[config.mk]
export PLATFORM = sky130hd
export DESIGN_NAME = gf_cubic_extension_alu
export DESIGN_NICKNAME = d
export VERILOG_FILES = /design/src/hw/rtl/gfce_pkg.sv /design/src/hw/rtl/gfce_mul.sv /design/src/hw/rtl/gfce_datapath.sv /design/src/hw/rtl/gfce_ctrl.sv /design/src/hw/rtl/gf_cubic_extension_alu.sv
export VERILOG_INCLUDE_DIRS = /design/src /design/src/hw/rtl
export SDC_FILE = /design/constraint.sdc
export NUM_CORES = 2
export LEC_CHECK = 0
export ABC_AREA = 1
export BUFFER_PORTS_ARGS = -buffer_cell sky130_fd_sc_hd__buf_4
export CAP_MARGIN = 30
export CORE_ASPECT_RATIO = 0.6
export CORE_MARGIN = 5
export CORE_UTILIZATION = 25
export CTS_BUF_LIST = sky130_fd_sc_hd__clkbuf_8
export DETAILED_ROUTE_END_ITERATION = 8
export REMOVE_ABC_BUFFERS = 1
export SLEW_MARGIN = 20
export SYNTH_ARGS = -nofsm -noshare
export SYNTH_HDL_FRONTEND = slang
export SYNTH_HIERARCHICAL = 1
export SYNTH_SLANG_ARGS = --single-unit
[constraint.sdc]
create_clock -name clk -period 13.25 [get_ports clk]
set_input_delay 1.9875 -clock clk [delete_from_list [all_inputs] [get_ports clk]]
set_output_delay 1.9875 -clock clk [all_outputs]
set_load 0.02 [all_outputs]
[src/hw/rtl/gf_cubic_extension_alu_assert.svh]
// ----------------------------------------------------------------------------
// Assertion macros for the GF(131^3) arithmetic unit
// Concurrent assertion wrappers that compile to nothing in synthesis.
// ----------------------------------------------------------------------------
`ifndef GF_CUBIC_EXTENSION_ALU_ASSERT_SVH
`define GF_CUBIC_EXTENSION_ALU_ASSERT_SVH
`ifndef SYNTHESIS
// Same-cycle implication.
`define GFCE_ASSERT_IMPLY(label, clk, rst, ante, cons) \
  label: assert property (@(posedge clk) disable iff (rst) (ante) |-> (cons)) \
    else $error("gfce: same-cycle implication failed");
// Next-cycle implication.
`define GFCE_ASSERT_NEXT(label, clk, rst, ante, cons) \
  label: assert property (@(posedge clk) disable iff (rst) (ante) |=> (cons)) \
    else $error("gfce: next-cycle implication failed");
`else
`define GFCE_ASSERT_IMPLY(label, clk, rst, ante, cons)
`define GFCE_ASSERT_NEXT(label, clk, rst, ante, cons)
`endif
`endif

[src/hw/rtl/gfce_pkg.sv]
// ----------------------------------------------------------------------------
// gfce_pkg
// Shared types, constants and helpers of the GF(131^3) arithmetic unit.
// ----------------------------------------------------------------------------
`timescale 1ns / 1ps
`default_nettype none

package gfce_pkg;

  localparam int unsigned COEF_W      = 8;
  localparam int unsigned EXP_BITS    = 22;
  localparam int unsigned P_MOD       = 131;
  localparam int unsigned FIELD_ORDER = P_MOD * P_MOD * P_MOD;
  localparam int unsigned CONV_W      = 2 * COEF_W;
  // Holds any value below five times the modulus.
  localparam int unsigned SUM_W       = 10;
  localparam int unsigned NORM_STEPS  = 6;
  localparam int unsigned STEP_W      = 3;

  typedef logic [COEF_W-1:0]      coef_t;
  typedef logic [2:0][COEF_W-1:0] elem_t;

  localparam coef_t P_COEF = COEF_W'(P_MOD);
  localparam elem_t ELEM_ZERO = '0;
  localparam elem_t ELEM_ONE  = {COEF_W'(0), COEF_W'(0), COEF_W'(1)};
  // Raising to q-2 gives the inverse.
  localparam logic [EXP_BITS-1:0] INV_EXP = EXP_BITS'(FIELD_ORDER - 2);

  localparam logic [2:0] OP_ADD  = 3'd0;
  localparam logic [2:0] OP_SUB  = 3'd1;
  localparam logic [2:0] OP_MUL  = 3'd2;
  localparam logic [2:0] OP_POW  = 3'd3;
  localparam logic [2:0] OP_INV  = 3'd4;
  localparam logic [2:0] OP_NORM = 3'd5;

  typedef enum logic [2:0] {
    MK_ACC_BASE,
    MK_BASE_BASE,
    MK_BASE_OPB,
    MK_MINOR,
    MK_TERM
  } mul_kind_t;

  typedef enum logic [2:0] {
    DEST_ACC,
    DEST_BASE,
    DEST_TMP,
    DEST_NADD,
    DEST_NSUB
  } dest_t;

  typedef struct packed {
    logic              load;
    logic              alu;
    logic              sub;
    logic              issue;
    mul_kind_t         kind;
    dest_t             dest;
    logic [STEP_W-1:0] step;
    logic              exp_shift;
    logic              publish;
  } cmd_t;

  typedef struct packed {
    logic mul_busy;
    logic exp_zero;
    logic exp_lsb;
  } status_t;

  typedef struct packed {
    logic  issue;
    dest_t dest;
    elem_t x;
    elem_t y;
  } mul_req_t;

  typedef struct packed {
    logic  busy;
    logic  valid;
    dest_t dest;
    elem_t value;
  } mul_rsp_t;

  // Reduces a value below five times the modulus.
  function automatic coef_t mod_small(input logic [SUM_W-1:0] x);
    logic [SUM_W-1:0] r;
    if (x >= SUM_W'(4 * P_MOD)) begin
      r = x - SUM_W'(4 * P_MOD);
    end else if (x >= SUM_W'(3 * P_MOD)) begin
      r = x - SUM_W'(3 * P_MOD);
    end else if (x >= SUM_W'(2 * P_MOD)) begin
      r = x - SUM_W'(2 * P_MOD);
    end else if (x >= SUM_W'(P_MOD)) begin
      r = x - SUM_W'(P_MOD);
    end else begin
      r = x;
    end
    return COEF_W'(r);
  endfunction

endpackage

`default_nettype wire

[src/hw/rtl/gfce_mul.sv]
// ----------------------------------------------------------------------------
// gfce_mul
// Pipelined GF(131^3) multiplier (registered convolution, then registered reduction), one product per cycle.
// ----------------------------------------------------------------------------
`timescale 1ns / 1ps
`default_nettype none

module gfce_mul import gfce_pkg::*; (
  input  logic     clk,
  input  logic     rst,
  input  mul_req_t req,
  output mul_rsp_t rsp
);

  localparam int unsigned RECIP_SHIFT = 24;
  localparam int unsigned RECIP       = (1 << RECIP_SHIFT) / P_MOD;
  localparam int unsigned RPROD_W     = CONV_W + RECIP_SHIFT;

  logic [4:0][CONV_W-1:0] conv, conv_next;
  logic [4:0][COEF_W-1:0] red_s;
  logic                   v1, v2;
  dest_t                  dest1, dest2;
  logic [SUM_W-1:0]       n3, n4, t0, t1, t2;

  // Remainder by reciprocal multiplication; the quotient estimate is at most
  // one short, so a single subtraction corrects it.
  function automatic coef_t mod_conv(input logic [CONV_W-1:0] x);
    logic [RPROD_W-1:0] prod;
    logic [CONV_W-1:0]  q;
    logic [CONV_W-1:0]  r;
    prod = RPROD_W'(x) * RPROD_W'(RECIP);
    q    = CONV_W'(prod >> RECIP_SHIFT);
    r    = x - CONV_W'(q * CONV_W'(P_MOD));
    if (r >= CONV_W'(P_MOD)) begin
      r = r - CONV_W'(P_MOD);
    end
    return COEF_W'(r);
  endfunction

  always_comb begin
    conv_next = '0;
    for (int i = 0; i < 3; i++) begin
      for (int j = 0; j < 3; j++) begin
        conv_next[i+j] = conv_next[i+j] + CONV_W'(req.x[i]) * CONV_W'(req.y[j]);
      end
    end
  end

  always_ff @(posedge clk) begin
    if (rst) begin
      v1 <= 1'b0;
      v2 <= 1'b0;
    end else begin
      v1 <= req.issue;
      v2 <= v1;
    end
    conv  <= conv_next;
    dest1 <= req.dest;
    dest2 <= dest1;
    for (int k = 0; k < 5; k++) begin
      red_s[k] <= mod_conv(conv[k]);
    end
  end

  // Fold t^3 = -t - 3 and t^4 = -t^2 - 3t back into the basis.
  always_comb begin
    n3 = SUM_W'(P_MOD) - SUM_W'(red_s[3]);
    n4 = SUM_W'(P_MOD) - SUM_W'(red_s[4]);
    t0 = SUM_W'(red_s[0]) + SUM_W'(3) * n3;
    t1 = SUM_W'(red_s[1]) + SUM_W'(3) * n4 + n3;
    t2 = SUM_W'(red_s[2]) + n4;
  end

  assign rsp.busy  = v1 | v2;
  assign rsp.valid = v2;
  assign rsp.dest  = dest2;
  assign rsp.value = {mod_small(t2), mod_small(t1), mod_small(t0)};

endmodule

`default_nettype wire

[src/hw/rtl/gfce_datapath.sv]
// ----------------------------------------------------------------------------
// gfce_datapath
// Operand, accumulator and exponent registers around the shared multiplier.
// ----------------------------------------------------------------------------
`timescale 1ns / 1ps
`default_nettype none

module gfce_datapath import gfce_pkg::*; (
  input  logic                clk,
  input  logic                rst,
  input  cmd_t                cmd,
  input  logic [2:0]          operation,
  input  coef_t               a_c0,
  input  coef_t               a_c1,
  input  coef_t               a_c2,
  input  coef_t               b_c0,
  input  coef_t               b_c1,
  input  coef_t               b_c2,
  input  logic [EXP_BITS-1:0] exponent,
  output status_t             status,
  output coef_t               r_c0,
  output coef_t               r_c1,
  output coef_t               r_c2,
  output logic                error
);

  elem_t               a_red, b_red, a_t, a_tt, alu_res;
  elem_t               acc, base, opb, m2, r_out;
  coef_t               tmp;
  coef_t               sx, sy, sa;
  logic [EXP_BITS-1:0] expr;
  logic                err, err_out;
  mul_req_t            req;
  mul_rsp_t            rsp;

  function automatic elem_t mul_by_t(input elem_t e);
    elem_t r;
    r[0] = mod_small(SUM_W'(3) * (SUM_W'(P_MOD) - SUM_W'(e[2])));
    r[1] = mod_small(SUM_W'(e[0]) + SUM_W'(P_MOD) - SUM_W'(e[2]));
    r[2] = e[1];
    return r;
  endfunction

  always_comb begin
    a_red = {mod_small(SUM_W'(a_c2)), mod_small(SUM_W'(a_c1)), mod_small(SUM_W'(a_c0))};
    b_red = {mod_small(SUM_W'(b_c2)), mod_small(SUM_W'(b_c1)), mod_small(SUM_W'(b_c0))};
    // Columns of the multiplication matrix: a, a*t, a*t^2.
    a_t   = mul_by_t(a_red);
    a_tt  = mul_by_t(a_t);
    for (int i = 0; i < 3; i++) begin
      if (cmd.sub) begin
        alu_res[i] = mod_small(SUM_W'(base[i]) + SUM_W'(P_MOD) - SUM_W'(opb[i]));
      end else begin
        alu_res[i] = mod_small(SUM_W'(base[i]) + SUM_W'(opb[i]));
      end
    end
  end

  // Determinant terms: the first three are added, the last three subtracted.
  always_comb begin
    case (cmd.step)
      3'd0: begin sx = opb[1]; sy = m2[2]; sa = base[0]; end
      3'd1: begin sx = opb[2]; sy = m2[0]; sa = base[1]; end
      3'd2: begin sx = opb[0]; sy = m2[1]; sa = base[2]; end
      3'd3: begin sx = opb[2]; sy = m2[1]; sa = base[0]; end
      3'd4: begin sx = opb[0]; sy = m2[2]; sa = base[1]; end
      3'd5: begin sx = opb[1]; sy = m2[0]; sa = base[2]; end
      default: begin sx = '0; sy = '0; sa = '0; end
    endcase
  end

  always_comb begin
    req.issue = cmd.issue;
    req.dest  = cmd.dest;
    case (cmd.kind)
      MK_ACC_BASE:  begin req.x = acc;  req.y = base; end
      MK_BASE_BASE: begin req.x = base; req.y = base; end
      MK_BASE_OPB:  begin req.x = base; req.y = opb;  end
      MK_MINOR: begin
        req.x = {COEF_W'(0), COEF_W'(0), sx};
        req.y = {COEF_W'(0), COEF_W'(0), sy};
      end
      MK_TERM: begin
        req.x = {COEF_W'(0), COEF_W'(0), tmp};
        req.y = {COEF_W'(0), COEF_W'(0), sa};
      end
      default: begin req.x = ELEM_ZERO; req.y = ELEM_ZERO; end
    endcase
  end

  gfce_mul u_mul (
    .clk (clk),
    .rst (rst),
    .req (req),
    .rsp (rsp)
  );

  always_ff @(posedge clk) begin
    if (cmd.load) begin
      base <= a_red;
      opb  <= (operation == OP_NORM) ? a_t : b_red;
      m2   <= a_tt;
      acc  <= (operation inside {OP_POW, OP_INV}) ? ELEM_ONE : ELEM_ZERO;
      expr <= (operation == OP_INV) ? INV_EXP : exponent;
      err  <= (operation == OP_INV) && (a_red == ELEM_ZERO);
    end else begin
      if (cmd.alu) begin
        acc <= alu_res;
      end
      if (cmd.exp_shift) begin
        expr <= expr >> 1;
      end
      if (rsp.valid) begin
        case (rsp.dest)
          DEST_ACC:  acc  <= rsp.value;
          DEST_BASE: base <= rsp.value;
          DEST_TMP:  tmp  <= rsp.value[0];
          DEST_NADD: acc[0] <= mod_small(SUM_W'(acc[0]) + SUM_W'(rsp.value[0]));
          DEST_NSUB: acc[0] <= mod_small(SUM_W'(acc[0]) + SUM_W'(P_MOD)
                                         - SUM_W'(rsp.value[0]));
          default: ;
        endcase
      end
    end
    if (cmd.publish) begin
      r_out   <= acc;
      err_out <= err;
    end
  end

  assign status.mul_busy = rsp.busy;
  assign status.exp_zero = (expr == '0);
  assign status.exp_lsb  = expr[0];

  assign r_c0  = r_out[0];
  assign r_c1  = r_out[1];
  assign r_c2  = r_out[2];
  assign error = err_out;

endmodule

`default_nettype wire

[src/hw/rtl/gfce_ctrl.sv]
// ----------------------------------------------------------------------------
// gfce_ctrl
// Sequencer for the GF(131^3) unit: handshakes and multiplier schedule.
// ----------------------------------------------------------------------------
`timescale 1ns / 1ps
`default_nettype none

module gfce_ctrl import gfce_pkg::*; (
  input  logic       clk,
  input  logic       rst,
  input  logic       in_valid,
  input  logic [2:0] operation,
  input  status_t    status,
  input  logic       out_stall,
  output logic       in_stall,
  output logic       out_valid,
  output cmd_t       cmd
);

  typedef enum logic [3:0] {
    S_IDLE,
    S_ALU,
    S_MUL,
    S_POW_MUL,
    S_POW_SQR,
    S_NRM_MINOR,
    S_NRM_TERM,
    S_WAIT,
    S_FINISH
  } state_t;

  state_t            state, ret_state;
  logic [2:0]        op_reg;
  logic [STEP_W-1:0] step;

  assign in_stall = rst | (state != S_IDLE);

  always_comb begin
    cmd       = '0;
    cmd.kind  = MK_ACC_BASE;
    cmd.dest  = DEST_ACC;
    cmd.step  = step;
    case (state)
      S_IDLE: cmd.load = in_valid;
      S_ALU: begin
        cmd.alu = 1'b1;
        cmd.sub = (op_reg == OP_SUB);
      end
      S_MUL: begin
        cmd.issue = 1'b1;
        cmd.kind  = MK_BASE_OPB;
      end
      S_POW_MUL: cmd.issue = !status.exp_zero && status.exp_lsb;
      S_POW_SQR: begin
        cmd.issue     = 1'b1;
        cmd.kind      = MK_BASE_BASE;
        cmd.dest      = DEST_BASE;
        cmd.exp_shift = 1'b1;
      end
      S_NRM_MINOR: begin
        cmd.issue = 1'b1;
        cmd.kind  = MK_MINOR;
        cmd.dest  = DEST_TMP;
      end
      S_NRM_TERM: begin
        cmd.issue = 1'b1;
        cmd.kind  = MK_TERM;
        cmd.dest  = (step < STEP_W'(NORM_STEPS / 2)) ? DEST_NADD : DEST_NSUB;
      end
      S_FINISH: cmd.publish = !out_valid || !out_stall;
      default: ;
    endcase
  end

  always_ff @(posedge clk) begin
    if (rst) begin
      state     <= S_IDLE;
      ret_state <= S_IDLE;
      op_reg    <= OP_ADD;
      step      <= '0;
      out_valid <= 1'b0;
    end else begin
      if (cmd.publish) begin
        out_valid <= 1'b1;
      end else if (!out_stall) begin
        out_valid <= 1'b0;
      end
      case (state)
        S_IDLE: begin
          if (in_valid) begin
            op_reg <= operation;
            step   <= '0;
            case (operation)
              OP_ADD, OP_SUB: state <= S_ALU;
              OP_MUL:         state <= S_MUL;
              OP_POW, OP_INV: state <= S_POW_MUL;
              OP_NORM:        state <= S_NRM_MINOR;
              default:        state <= S_FINISH;
            endcase
          end
        end
        S_ALU: state <= S_FINISH;
        S_MUL: begin
          state     <= S_WAIT;
          ret_state <= S_FINISH;
        end
        S_POW_MUL: state <= status.exp_zero ? S_FINISH : S_POW_SQR;
        S_POW_SQR: begin
          state     <= S_WAIT;
          ret_state <= S_POW_MUL;
        end
        S_NRM_MINOR: begin
          state     <= S_WAIT;
          ret_state <= S_NRM_TERM;
        end
        S_NRM_TERM: begin
          state     <= S_WAIT;
          step      <= step + STEP_W'(1);
          ret_state <= (step == STEP_W'(NORM_STEPS - 1)) ? S_FINISH : S_NRM_MINOR;
        end
        S_WAIT: begin
          if (!status.mul_busy) begin
            state <= ret_state;
          end
        end
        S_FINISH: begin
          if (cmd.publish) begin
            state <= S_IDLE;
          end
        end
        default: state <= S_IDLE;
      endcase
    end
  end

endmodule

`default_nettype wire

[src/hw/rtl/gf_cubic_extension_alu.sv]
// ----------------------------------------------------------------------------
// gf_cubic_extension_alu
// Add, subtract, multiply, power, inverse and norm in GF(131^3).
// ----------------------------------------------------------------------------
// The unit takes one transaction at a time and returns one result for each.
// Add and subtract use the adder alone; multiply issues one product; norm
// issues two dependent products for each of six determinant terms; power
// issues a squaring for each exponent bit up to the highest set bit and a
// product for each set bit; inverse is a power with 22 exponent bits. In
// the shared field multiplier, each dependent product waits for the
// previous result to be written back. A finished result sits in the
// output register, so a new transaction is accepted while it waits.
`timescale 1ns / 1ps
`default_nettype none

`include "gf_cubic_extension_alu_assert.svh"

module gf_cubic_extension_alu import gfce_pkg::*; (
  input  logic                clk,
  input  logic                rst,
  input  logic                in_valid,
  output logic                in_stall,
  input  logic [2:0]          operation,
  input  logic [7:0]          a_c0,
  input  logic [7:0]          a_c1,
  input  logic [7:0]          a_c2,
  input  logic [7:0]          b_c0,
  input  logic [7:0]          b_c1,
  input  logic [7:0]          b_c2,
  input  logic [EXP_BITS-1:0] exponent,
  output logic                out_valid,
  input  logic                out_stall,
  output logic [7:0]          r_c0,
  output logic [7:0]          r_c1,
  output logic [7:0]          r_c2,
  output logic                error
);

  cmd_t    cmd;
  status_t status;

  gfce_ctrl u_ctrl (
    .clk       (clk),
    .rst       (rst),
    .in_valid  (in_valid),
    .operation (operation),
    .status    (status),
    .out_stall (out_stall),
    .in_stall  (in_stall),
    .out_valid (out_valid),
    .cmd       (cmd)
  );

  gfce_datapath u_datapath (
    .clk       (clk),
    .rst       (rst),
    .cmd       (cmd),
    .operation (operation),
    .a_c0      (a_c0),
    .a_c1      (a_c1),
    .a_c2      (a_c2),
    .b_c0      (b_c0),
    .b_c1      (b_c1),
    .b_c2      (b_c2),
    .exponent  (exponent),
    .status    (status),
    .r_c0      (r_c0),
    .r_c1      (r_c1),
    .r_c2      (r_c2),
    .error     (error)
  );

  `GFCE_ASSERT_IMPLY(a_result_reduced, clk, rst, out_valid,
                     (r_c0 < P_COEF) && (r_c1 < P_COEF) && (r_c2 < P_COEF))
  `GFCE_ASSERT_IMPLY(a_error_zero, clk, rst, out_valid && error,
                     (r_c0 == '0) && (r_c1 == '0) && (r_c2 == '0))
  `GFCE_ASSERT_IMPLY(a_load_idle_mul, clk, rst, cmd.load, !status.mul_busy)
  `GFCE_ASSERT_NEXT(a_accept_busy, clk, rst, in_valid && !in_stall, in_stall)

endmodule

`default_nettype wire
==> flow_summary.toml <==
[global_route]
grt.overflow.total = 0
grt_max_degree = 82
antenna_found_initial = 12
grt_usage = 0.139
grt_pass1_wl_mm = 387
grt_pass1_vias = 66400

[cells_and_area]
largest_reg_flops = 80
postLayoutCoreUtil = 0.274
largestRegisters = "u_datapath/u_mul/conv: 80 flops, u_datapath/u_mul/red_s: 40 flops"
top_register = "u_datapath/u_mul/conv"
regArea_sq_um = 7190
multi_input_area_sq_um = 66000
nFillCells = 36300
syn2layout_area_growth_pct = 9.30
drive_above_1_share = 0.0554
final_nets = 13800

[synthesis]
synth_seq_cells = 295
async_reset_ff_frac = 0
syn_area_per_cell_sq_um = 7.50
yosysTopAreaCellShare = 0.237
netlist_instances = 11100
synth_edf_count = 128
yosys_warnings = 6
ys.flop_type = "dfxtp_1"
ys_seq_area_frac = 0.0861
ys_top_cells_by_area = "ha_1 24%, fa_1 22%, inv_1 11%"
synth_area_sq_um = 83500
ys_top_cells_by_count = "2558 x inv_1, 2540 x nand2_1, 1580 x ha_1, 902 x fa_1, 504 x nor2_1"
ys_types = 78
synth_top_area_cell = "ha_1"
synth.most_common_cell = "inv_1"

[placed_design]
port_buffers = 103
dpl.hpwl_mm = 207
gp_congestion = 0.929

[critical_path]
cp-startpoint = "u_ctrl/state[2]"
critPathSlowestCell = "clkinv_1"
end_kind = "flip-flop"
crit_required_ns = 13.91
arrival_ns = 11.53
cp-start-kind = "flip-flop"
path_max_fanout = 18
critPathKind = "reg2reg"
max_stage_delay_ns = 0.96
r2r_start = "u_ctrl/state[2]"

[sta]
fmax_mhz = 92.1
rsz0062_at_grt = "false"
tightest_slew_ns = 1.06
maxSlewViolCount = 0
min_period_ns = 10.86
max-slew-margin-rel = 0.291
tns_ns = 0
final_hold_viol_count = 0
finClkSkew_ns = 0.102
setup_viol_count_final = 0
post-route-period-util = 0.820

[route]
first_iter_violations = 6622
route.detailed.drc = 0
vias_per_cell = 4.48
ant_nets = 0
dr_total_vias = 70500
drt-pass1-iter-count = 9
avgRoutedWirePerCell_um = 15.5
routed_wl_mm = 245

[floorplanning]
dieWidth_um = 756
start_util = 0.251
die_area_sq_um = 346000
placeableCoreArea_sq_um = 333000
die_y_um = 458
num_rows = 164
io_pins = 104

[hold_path]
min_path_type = "reg2reg"
min_from = "u_datapath/u_mul/dest1[2]"

[clocking]
cts-resized-gates = 0
post-cts-setup-buffer-count = 0
htreeDepth = 2
cts_made_buffers = 50
cts_tree = "yes"
clock_sinks = 295
clock-root-buffer = "clkbuf_8"
clock_path_buffers = 3
ctsHoldBuffers = 0
clk_pin_slew_worst_paths_ns = 0.08
clk_latency_ns = 0.78

[job]
max_cap_viol_count = 0

[run_status]
outcome = "complete, no violations"
## through the flow
step                setup slack (ns)  hold slack (ns)  instance area [sq um]  std cells
global placement                2.41            0.313                  90000      15600
floorplan                       3.86            0.310                  82700      11000
finish                          2.39            0.332                  91300      15700
CTS                             2.19            0.333                  91200      15700
global route                    1.82            0.342                  91300      15700
detailed placement              2.27            0.314                  90000      15600
## cells by family after synthesis
logic type,synth area share
and+or+nand+nor,0.197
buffers and inverters,0.127
adders and majority gates,0.453
AOI/OAI and AO/OA,0.0852
xor gates and xnor gates,0.0517
DFF,0.0861
muxes,0.000255
## critical path: cells and delay by family (launching register included)
kind / cells / cell delay (ns)
compound gates: 6 / 1.50
simple gates: 11 / 2.38
buf+inv: 6 / 2.29
fa+ha+maj: 8 / 3.99
flops: 1 / 0.45
xor+xnor: 1 / 0.17
## layout make-up
type,count,area share
clock buffer,57,0.00860
tap,4482,0.0614
sequential,295,0.0787
clock inverter,35,0.00391
antenna,4,0.000110
timing repair buffer,197,0.0166
multi-input combinational,8057,0.723
inverter,2615,0.108
## path summary, 6_finish.rpt
| path | to | slack (ns) | cells after the start |
|---|---|---|---|
| min | u_datapath/u_mul/dest2[2] | 0.33 | 0 |
| max reg2reg | u_datapath/u_mul/conv[47] | 2.39 | 32 |
| max | u_datapath/u_mul/conv[47] | 2.39 | 32 |
| min reg2reg | u_datapath/u_mul/dest2[2] | 0.33 | 0 |
## cells in the final DEF (no fill, tap or decap), drive strengths merged, types with 3 or more instances in the layout
cell / instances
o211ai: 46
o21bai: 35
dfxtp: 167
or2: 27
fa: 902
ha: 1580
nand4: 93
nor3: 71
and3: 3
o21ai: 432
a211oi: 12
and2: 6
clkbuf: 59
nand3b: 33
xor2: 329
clkinv: 24
nand3: 437
o2111ai: 22
clkinvlp: 3
o31ai: 12
a31o: 6
a31oi: 28
a221oi: 7
a21o: 40
a21boi: 26
o22ai: 27
a22oi: 8
o221ai: 10
nor4: 18
xnor2: 145
o21a: 8
bufinv: 7
o311ai: 8
nor2: 539
buf: 195
nand2: 2641
a21oi: 498
edfxtp: 128
inv: 2616
diode: 4
## metal layers
metal  GRT usage  up-vias  part of all wire
li1            -    34800                 -
met1       0.234    33000              0.54
met2       0.168     2519              0.34
met3      0.0452      140              0.12
met4      0.0101        6            0.0077
met5           0        -           0.00018
Power is not shown: default switching activity piles up to over one toggle a cycle in this logic, so the estimate is an artifact.
